[config.mk]
export PLATFORM = sky130hd
export DESIGN_NAME = sha256_byte_stream_hasher
export DESIGN_NICKNAME = d
export VERILOG_FILES = /design/src/rtl/sbsh_pkg.sv /design/src/rtl/sbsh_core.sv /design/src/rtl/sbsh_seq.sv /design/src/rtl/sha256_byte_stream_hasher.sv
export SDC_FILE = /design/constraint.sdc
export NUM_CORES = 2
export LEC_CHECK = 0
export BUFFER_PORTS_ARGS = -buffer_cell sky130_fd_sc_hd__clkbuf_2
export CAP_MARGIN = 40
export CORE_MARGIN = 2
export CORE_UTILIZATION = 53
export CTS_CLUSTER_SIZE = 25
export DETAILED_ROUTE_END_ITERATION = 7
export GPL_ROUTABILITY_DRIVEN = 0
export GPL_TIMING_DRIVEN = 0
export PLACE_DENSITY = 0.69
export SYNTH_ARGS = -nofsm -noshare
export SYNTH_HDL_FRONTEND = slang
export SYNTH_SLANG_ARGS = --single-unit
[constraint.sdc]
create_clock -name clk -period 19.7 [get_ports clk]
set_input_delay 0.985 -clock clk [delete_from_list [all_inputs] [get_ports clk]]
set_output_delay 0.985 -clock clk [all_outputs]
set_load 0.05 [all_outputs]
[src/rtl/sbsh_pkg.sv]
`timescale 1ns / 1ps
// ----------------------------------------------------------------------------
// sbsh_pkg: shared types and constants for the SHA-256 byte stream hasher
// Request and digest payload structs, the sequencer-to-datapath control
// bundle, the round constant table and the initial hash values.
// ----------------------------------------------------------------------------
package sbsh_pkg;

    localparam int BlockBytes = 64;
    localparam int Rounds     = 64;
    localparam int HashWords  = 8;
    localparam int WinWords   = 16;

    localparam int FillW  = $clog2(BlockBytes);
    localparam int RoundW = $clog2(Rounds);
    localparam int WordW  = $clog2(HashWords);

    // first pad byte and the block position where the length field starts
    localparam logic [7:0]       PadLead  = 8'h80;
    localparam logic [FillW-1:0] LenStart = FillW'(56);

    // one input request
    typedef struct packed {
        logic [7:0] data_byte;
        logic       byte_present;
        logic       end_message;
    } byte_item_t;

    // one digest word
    typedef struct packed {
        logic [31:0]      digest_word;
        logic [WordW-1:0] word_index;
        logic             last_word;
    } digest_item_t;

    // sequencer commands to the datapath
    typedef struct packed {
        logic              shift_en;
        logic [7:0]        shift_byte;
        logic              start;
        logic              round_en;
        logic [RoundW-1:0] rnd;
        logic              fold;
        logic              init;
        logic              emit_load;
        logic [WordW-1:0]  word_sel;
    } core_ctl_t;

    localparam logic [31:0] HashInit [HashWords] = '{
        32'h6a09e667, 32'hbb67ae85, 32'h3c6ef372, 32'ha54ff53a,
        32'h510e527f, 32'h9b05688c, 32'h1f83d9ab, 32'h5be0cd19
    };

    localparam logic [31:0] RoundK [Rounds] = '{
        32'h428a2f98, 32'h71374491, 32'hb5c0fbcf, 32'he9b5dba5,
        32'h3956c25b, 32'h59f111f1, 32'h923f82a4, 32'hab1c5ed5,
        32'hd807aa98, 32'h12835b01, 32'h243185be, 32'h550c7dc3,
        32'h72be5d74, 32'h80deb1fe, 32'h9bdc06a7, 32'hc19bf174,
        32'he49b69c1, 32'hefbe4786, 32'h0fc19dc6, 32'h240ca1cc,
        32'h2de92c6f, 32'h4a7484aa, 32'h5cb0a9dc, 32'h76f988da,
        32'h983e5152, 32'ha831c66d, 32'hb00327c8, 32'hbf597fc7,
        32'hc6e00bf3, 32'hd5a79147, 32'h06ca6351, 32'h14292967,
        32'h27b70a85, 32'h2e1b2138, 32'h4d2c6dfc, 32'h53380d13,
        32'h650a7354, 32'h766a0abb, 32'h81c2c92e, 32'h92722c85,
        32'ha2bfe8a1, 32'ha81a664b, 32'hc24b8b70, 32'hc76c51a3,
        32'hd192e819, 32'hd6990624, 32'hf40e3585, 32'h106aa070,
        32'h19a4c116, 32'h1e376c08, 32'h2748774c, 32'h34b0bcb5,
        32'h391c0cb3, 32'h4ed8aa4a, 32'h5b9cca4f, 32'h682e6ff3,
        32'h748f82ee, 32'h78a5636f, 32'h84c87814, 32'h8cc70208,
        32'h90befffa, 32'ha4506ceb, 32'hbef9a3f7, 32'hc67178f2
    };

endpackage

[src/rtl/sbsh_core.sv]
`timescale 1ns / 1ps
// ----------------------------------------------------------------------------
// sbsh_core: SHA-256 round datapath
// Holds the 16-word block window (bytes shift in from the right), the eight
// working variables and the hash state. One round per cycle through a single
// shared round unit; the window doubles as the message schedule.
// ----------------------------------------------------------------------------
module sbsh_core
    import sbsh_pkg::*;
(
    input  logic        clk,
    input  logic        rst_n,
    input  core_ctl_t   ctl,
    output logic [31:0] hash_rd
);

    logic [31:0] win_reg  [WinWords];
    logic [31:0] win_next [WinWords];
    logic [31:0] v_reg    [HashWords];
    logic [31:0] v_next   [HashWords];
    logic [31:0] hash_reg [HashWords];
    logic [31:0] hash_next[HashWords];

    logic [31:0] w_cur;
    logic [31:0] t1;
    logic [31:0] t2;

    function automatic logic [31:0] rotr(input logic [31:0] x, input int n);
        rotr = (x >> n) | (x << (32 - n));
    endfunction

    // schedule word for this round
    always_comb
    begin
        if (ctl.rnd < RoundW'(WinWords))
        begin
            w_cur = win_reg[0];
        end
        else
        begin
            w_cur = (rotr(win_reg[14], 17) ^ rotr(win_reg[14], 19) ^ (win_reg[14] >> 10))
                  + win_reg[9]
                  + (rotr(win_reg[1], 7) ^ rotr(win_reg[1], 18) ^ (win_reg[1] >> 3))
                  + win_reg[0];
        end
    end

    // shared round unit
    always_comb
    begin
        t1 = v_reg[7]
           + (rotr(v_reg[4], 6) ^ rotr(v_reg[4], 11) ^ rotr(v_reg[4], 25))
           + ((v_reg[4] & v_reg[5]) ^ (~v_reg[4] & v_reg[6]))
           + RoundK[ctl.rnd] + w_cur;
        t2 = (rotr(v_reg[0], 2) ^ rotr(v_reg[0], 13) ^ rotr(v_reg[0], 22))
           + ((v_reg[0] & v_reg[1]) ^ (v_reg[0] & v_reg[2]) ^ (v_reg[1] & v_reg[2]));
    end

    // window: byte shift while collecting, word shift while compressing
    always_comb
    begin
        win_next = win_reg;
        if (ctl.shift_en)
        begin
            for (int i = 0; i < WinWords - 1; i++)
            begin
                win_next[i] = {win_reg[i][23:0], win_reg[i+1][31:24]};
            end
            win_next[WinWords-1] = {win_reg[WinWords-1][23:0], ctl.shift_byte};
        end
        else if (ctl.round_en)
        begin
            for (int i = 0; i < WinWords - 1; i++)
            begin
                win_next[i] = win_reg[i+1];
            end
            win_next[WinWords-1] = w_cur;
        end
    end

    // working variables
    always_comb
    begin
        v_next = v_reg;
        if (ctl.start)
        begin
            v_next = hash_reg;
        end
        else if (ctl.round_en)
        begin
            v_next[7] = v_reg[6];
            v_next[6] = v_reg[5];
            v_next[5] = v_reg[4];
            v_next[4] = v_reg[3] + t1;
            v_next[3] = v_reg[2];
            v_next[2] = v_reg[1];
            v_next[1] = v_reg[0];
            v_next[0] = t1 + t2;
        end
    end

    // hash state
    always_comb
    begin
        hash_next = hash_reg;
        if (ctl.init)
        begin
            hash_next = HashInit;
        end
        else if (ctl.fold)
        begin
            for (int i = 0; i < HashWords; i++)
            begin
                hash_next[i] = hash_reg[i] + v_reg[i];
            end
        end
    end

    always_ff @(posedge clk)
    begin
        win_reg <= win_next;
        v_reg   <= v_next;
    end

    always_ff @(posedge clk or negedge rst_n)
    begin
        if (!rst_n)
        begin
            hash_reg <= HashInit;
        end
        else
        begin
            hash_reg <= hash_next;
        end
    end

    assign hash_rd = hash_reg[ctl.word_sel];

endmodule

[src/rtl/sbsh_seq.sv]
`timescale 1ns / 1ps
// ----------------------------------------------------------------------------
// sbsh_seq: request intake, padding and round sequencer
// Counts bytes and message bits, feeds pad bytes into the block window,
// steps the 64 rounds and the hash fold, then walks out the digest words.
// ----------------------------------------------------------------------------
module sbsh_seq
    import sbsh_pkg::*;
(
    input  logic       clk,
    input  logic       rst_n,
    input  logic       byte_valid,
    output logic       byte_stall,
    input  byte_item_t byte_data,
    input  logic       out_busy,
    output core_ctl_t  ctl
);

    typedef enum logic [2:0] {
        ST_IDLE,
        ST_COMP,
        ST_FOLD,
        ST_PAD,
        ST_EMIT
    } state_t;

    state_t             state_reg, state_next;
    logic [FillW-1:0]   fill_reg, fill_next;
    logic [63:0]        len_reg, len_next;
    logic [RoundW-1:0]  rnd_reg, rnd_next;
    logic [WordW-1:0]   wcnt_reg, wcnt_next;
    logic               pad_reg, pad_next;
    logic               first_reg, first_next;
    logic               lenok_reg, lenok_next;

    logic [7:0]         pad_byte;
    logic               block_full;

    assign block_full = (fill_reg == FillW'(BlockBytes - 1));

    // pad byte for the current position: lead marker, zeros, then length
    always_comb
    begin
        if (first_reg)
        begin
            pad_byte = PadLead;
        end
        else if (lenok_reg && (fill_reg >= LenStart))
        begin
            pad_byte = len_reg[{~fill_reg[2:0], 3'b000} +: 8];
        end
        else
        begin
            pad_byte = 8'h00;
        end
    end

    // next state and datapath commands
    always_comb
    begin
        state_next = state_reg;
        fill_next  = fill_reg;
        len_next   = len_reg;
        rnd_next   = rnd_reg;
        wcnt_next  = wcnt_reg;
        pad_next   = pad_reg;
        first_next = first_reg;
        lenok_next = lenok_reg;
        ctl        = '0;
        ctl.rnd      = rnd_reg;
        ctl.word_sel = wcnt_reg;

        unique case (state_reg)
            ST_IDLE:
            begin
                if (byte_valid)
                begin
                    if (byte_data.end_message)
                    begin
                        pad_next   = 1'b1;
                        first_next = 1'b1;
                        lenok_next = 1'b0;
                        state_next = ST_PAD;
                    end
                    if (byte_data.byte_present)
                    begin
                        ctl.shift_en   = 1'b1;
                        ctl.shift_byte = byte_data.data_byte;
                        fill_next      = fill_reg + 1'b1;
                        len_next       = len_reg + 64'd8;
                        if (block_full)
                        begin
                            ctl.start  = 1'b1;
                            rnd_next   = '0;
                            pad_next   = byte_data.end_message;
                            state_next = ST_COMP;
                        end
                    end
                end
            end

            ST_COMP:
            begin
                ctl.round_en = 1'b1;
                rnd_next     = rnd_reg + 1'b1;
                if (rnd_reg == RoundW'(Rounds - 1))
                begin
                    state_next = ST_FOLD;
                end
            end

            ST_FOLD:
            begin
                ctl.fold = 1'b1;
                if (!pad_reg)
                begin
                    state_next = ST_IDLE;
                end
                else if (!first_reg && lenok_reg)
                begin
                    wcnt_next  = '0;
                    state_next = ST_EMIT;
                end
                else
                begin
                    // marker pending or in previous block: length block follows
                    if (!first_reg)
                    begin
                        lenok_next = 1'b1;
                    end
                    state_next = ST_PAD;
                end
            end

            ST_PAD:
            begin
                ctl.shift_en   = 1'b1;
                ctl.shift_byte = pad_byte;
                fill_next      = fill_reg + 1'b1;
                if (first_reg)
                begin
                    first_next = 1'b0;
                    lenok_next = (fill_reg < LenStart);
                end
                if (block_full)
                begin
                    ctl.start  = 1'b1;
                    rnd_next   = '0;
                    state_next = ST_COMP;
                end
            end

            ST_EMIT:
            begin
                if (!out_busy)
                begin
                    ctl.emit_load = 1'b1;
                    wcnt_next     = wcnt_reg + 1'b1;
                    if (wcnt_reg == WordW'(HashWords - 1))
                    begin
                        ctl.init   = 1'b1;
                        len_next   = '0;
                        pad_next   = 1'b0;
                        state_next = ST_IDLE;
                    end
                end
            end

            default:
            begin
                state_next = ST_IDLE;
            end
        endcase
    end

    always_ff @(posedge clk or negedge rst_n)
    begin
        if (!rst_n)
        begin
            state_reg <= ST_IDLE;
            fill_reg  <= '0;
            len_reg   <= '0;
            rnd_reg   <= '0;
            wcnt_reg  <= '0;
            pad_reg   <= 1'b0;
            first_reg <= 1'b0;
            lenok_reg <= 1'b0;
        end
        else
        begin
            state_reg <= state_next;
            fill_reg  <= fill_next;
            len_reg   <= len_next;
            rnd_reg   <= rnd_next;
            wcnt_reg  <= wcnt_next;
            pad_reg   <= pad_next;
            first_reg <= first_next;
            lenok_reg <= lenok_next;
        end
    end

    assign byte_stall = (state_reg != ST_IDLE);

endmodule

[src/rtl/sha256_byte_stream_hasher.sv]
`timescale 1ns / 1ps
// Intake: one byte request per cycle while a block fills; the 64th byte of a
//   block starts the 64 rounds on the shared round unit plus hash fold.
// End of message: pad bytes one per cycle to the block end, a compression
//   (and another pad block if the length spills over), then eight digest words,
//   one per cycle unless the receiver stalls. Reset: hash state to the SHA-256
//   initial values, bit and byte counts to zero; the window needs no clearing.
// ----------------------------------------------------------------------------
// sha256_byte_stream_hasher: SHA-256 over a byte stream
// Sequencer plus round datapath; digest words leave through an output register
// so the next message can start while the last word waits.
// ----------------------------------------------------------------------------
module sha256_byte_stream_hasher
    import sbsh_pkg::*;
(
    input  logic         clk,
    input  logic         rst_n,
    input  logic         byte_valid,
    output logic         byte_stall,
    input  byte_item_t   byte_data,
    output logic         digest_valid,
    input  logic         digest_stall,
    output digest_item_t digest_data
);

    core_ctl_t    ctl;
    logic [31:0]  hash_rd;
    logic         out_busy;
    logic         out_valid_reg;
    digest_item_t out_data_reg;

    sbsh_seq u_seq (
        .clk        (clk),
        .rst_n      (rst_n),
        .byte_valid (byte_valid),
        .byte_stall (byte_stall),
        .byte_data  (byte_data),
        .out_busy   (out_busy),
        .ctl        (ctl)
    );

    sbsh_core u_core (
        .clk     (clk),
        .rst_n   (rst_n),
        .ctl     (ctl),
        .hash_rd (hash_rd)
    );

    assign out_busy = out_valid_reg && digest_stall;

    // digest output register
    always_ff @(posedge clk or negedge rst_n)
    begin
        if (!rst_n)
        begin
            out_valid_reg <= 1'b0;
        end
        else if (ctl.emit_load)
        begin
            out_valid_reg <= 1'b1;
        end
        else if (!digest_stall)
        begin
            out_valid_reg <= 1'b0;
        end
    end

    always_ff @(posedge clk)
    begin
        if (ctl.emit_load)
        begin
            out_data_reg.digest_word <= hash_rd;
            out_data_reg.word_index  <= ctl.word_sel;
            out_data_reg.last_word   <= (ctl.word_sel == WordW'(HashWords - 1));
        end
    end

    assign digest_valid = out_valid_reg;
    assign digest_data  = out_data_reg;

endmodule

==> results_dict.tcl <==
set metrics [dict create \
    antenna_left 0 \
    netlist_area_sq_um 76900 \
    async_flop_share 0.297 \
    via_per_inst 6.26 \
    fin_skew_ps 47.3 \
    clkTransAtPathRegs_ps 60 \
    drc_errors 782 \
    cts-hold-fix-buffers 0 \
    synth_compound_area_frac 0.129 \
    yosysUniqueCellTypes 102 \
    drive_gt1_frac 0.0780 \
    vias 66500 \
    cts_made_buffers 133 \
    worstPathArrival_ps 12120 \
    num_io_pins 52 \
    peakVddDrop_uv 66.2 \
    drt_iter0_drc 9147 \
    hold_viol 0 \
    syn_inst 8299 \
    status "finished with violations" \
    synthSimpleGateAreaFrac 0.179 \
    synth_ff_type "edfxtp_1" \
    hp-class "input port to asynchronous set/reset pin" \
    routedWlPerCell_microns 26.2 \
    fin_crit_ps 11600 \
    cts.path.max_buffers 3 \
    reg2reg_depth 39 \
    synth_most_common_cell "nand2_1" \
    fmax_mhz 86.2 \
    yosysSeqAreaShare 0.427 \
    powerDensity_nw_per_um2 59.6 \
    tritoncts "yes" \
    startpoint "u_core.win_reg[50]" \
    synth-adder-area-share 0.120 \
    rsz0062_at_grt "false" \
    slowest_delay_ps 730 \
    met1Wirelength_microns 98900 \
    coreArea_sq_um 144000 \
    synth_edf_count 804 \
    grt_overflow_total 0 \
    clk-insertion-delay-late_ps 820 \
    postCtsSetupRepairBufs 0 \
    grt_use_total 0.373 \
    grt_pass1_wl_microns 408000 \
    initial_core_util 0.535 \
    synth.avg_cell_area_sq_um 9.26 \
    synth_top_family_by_area "simple AND/OR/NAND/NOR gates" \
    root_buffer "clkbuf_16" \
    crit_family "compound AO/OA/AOI/OAI gates" \
    cp.required_ps 20230 \
    die_w_microns 385 \
    reg2reg_from "u_core.win_reg[50]" \
    cp_num_cells 39 \
    violations "design-rule violations" \
    synth_area_leader_cell "edfxtp_1" \
    synth_common_cells "nand2_1 (2337), edfxtp_1 (804), a21oi_1 (501)" \
    syn_to_final_growth_pct 11.3 \
    antenna_found_initial 6 \
    synth_top_area_frac 0.314 \
    final_util 0.595 \
    rows 139 \
    grt_max_degree 105 \
    maxCapViolCount 0 \
    slew_violations 0 \
    ys_ff_latch 1143 \
    startpoint_type "flip-flop" \
    route.top_layer_used "met5" \
    r2r-end "u_core.v_reg[255]" \
    syn_nets 8916 \
    post_cts_resize_count 0 \
    largest_reg_flops 512 \
    cp-endpoint "u_core.v_reg[255]" \
    fin_nets 9220 \
    finalSetupViolations 0 \
    crit_path_max_fanout 5 \
    slowest_stage "a21oi_1" \
    h-tree-depth 4 \
    tightest_slew_ps 1010 \
    dr_wl_met2_microns 122000 \
    rrSetupSlack_ps 8100 \
    fin_crit_sh 0.589 \
    drt-total-wl_microns 278000 \
    dpl.hpwl_microns 214000 \
    cts.sinks 1143 \
    synth_area_leaders "edfxtp_1 (31%), nand2_1 (11%), ha_1 (6.6%), dfrtp_1 (6.6%), fa_1 (5.1%)" \
    critPathKind "flip-flop to flip-flop" \
    grt_pass1_vias 64700 \
    port_buffers 51 \
    die_area_sq_um 148000 \
    end_kind "flip-flop" \
    yosys_warnings 0 \
    relSlewSlack 0.308 \
    dr.pass1.iters 8 \
    synthXorXnorAreaFrac 0.0700 \
    finalPower_mw 5.10 \
    die-height_microns 385 \
    synth_mux_area_frac 0.0369 \
    path_buf_inv 4 \
    p_leak_nw 37.7 \
    wl_met3_microns 29900 \
]
## layout by cell type (no fill, tap or decap), types with 84 or more instances in the layout
cell / instances
edfxtp_1: 804
o21ai_1: 151
fa_1: 195
clkbuf_16: 136
o21ai_0: 302
inv_1: 331
xnor2_1: 373
mux4_2: 84
nor2_1: 420
a21oi_1: 500
nor3_1: 125
a21o_1: 175
xor2_1: 239
dfrtp_1: 203
nand3_1: 160
ha_1: 408
dfstp_2: 136
clkbuf_1: 439
nand2_1: 2336
## worst min path at each step
stage / endpoint / slack [ps] / depth (start not counted) / from
after detailed placement: u_seq.fill_reg[5] / 460 / 1 / u_seq.fill_reg[5]
after global placement: u_seq.fill_reg[5] / 460 / 1 / u_seq.fill_reg[5]
after floorplan: u_seq.fill_reg[5] / 440 / 1 / u_seq.fill_reg[5]
final: u_core.hash_reg[171] / 140 / 1 / rst_n
after global routing: u_core.hash_reg[200] / 170 / 1 / rst_n
after CTS: u_core.hash_reg[171] / 130 / 1 / rst_n
## metal layers
metal	global-route usage	up-vias
li1	-	29200
met1	0.449	31800
met2	0.571	4275
met3	0.0912	1201
met4	0.298	6
met5	0.00260	-
## logic make-up after synthesis
logic type      Yosys count
simple gates           3341
compound gates         1613
xor+xnor                613
fa+ha+maj               621
mux                     173
buf+inv                 795
flops                  1143
## where the power goes
group / internal, mW / switching [mW] / total, mW / leakage, nW
clock network: 1.44 / 1.09 / 2.53 / 2.11
logic: 0.00339 / 0.0166 / 0.0200 / 23.1
registers: 2.55 / 0.0000000000000000125 / 2.55 / 12.5
## worst register-to-register path, delay by kind of cell, from the launching register on
kind                     cells  cell delay [ps]
XOR/XNOR                     6             1440
AO/OA/AOI/OAI               16             4230
adder cells (fa/ha/maj)      9             4020
AND/OR/NAND/NOR              4              670
flip-flops                   1              320
buffers and inverters        4              650
## final cells by class
class                      instances  area (sq um)
tap                             1903          2380
antenna                            5          12.5
inverter                         338          1280
clock inverter                    70           759
timing repair buffer             169          1880
sequential                      1143         32800
multi-input combinational       6361         41100
buffer                           457          1740
fill                           12200         58300
clock buffer                     170          3600
## through the flow
stage / cell area [sq um] / setup slack, ps / cells / setup TNS (ps) / hold slack (ps)
after floorplan: 76900 / 5620 / 8299 / 0 / 442
after global placement: 79500 / -454 / 10300 / -203680 / 456
after detailed placement: 81100 / 8470 / 10400 / 0 / 459
after CTS: 85500 / 8380 / 10600 / 0 / 129
after global routing: 85500 / 7790 / 10600 / 0 / 171
final: 85600 / 8100 / 10600 / 0 / 142
Power figures use the tool's default switching activity.
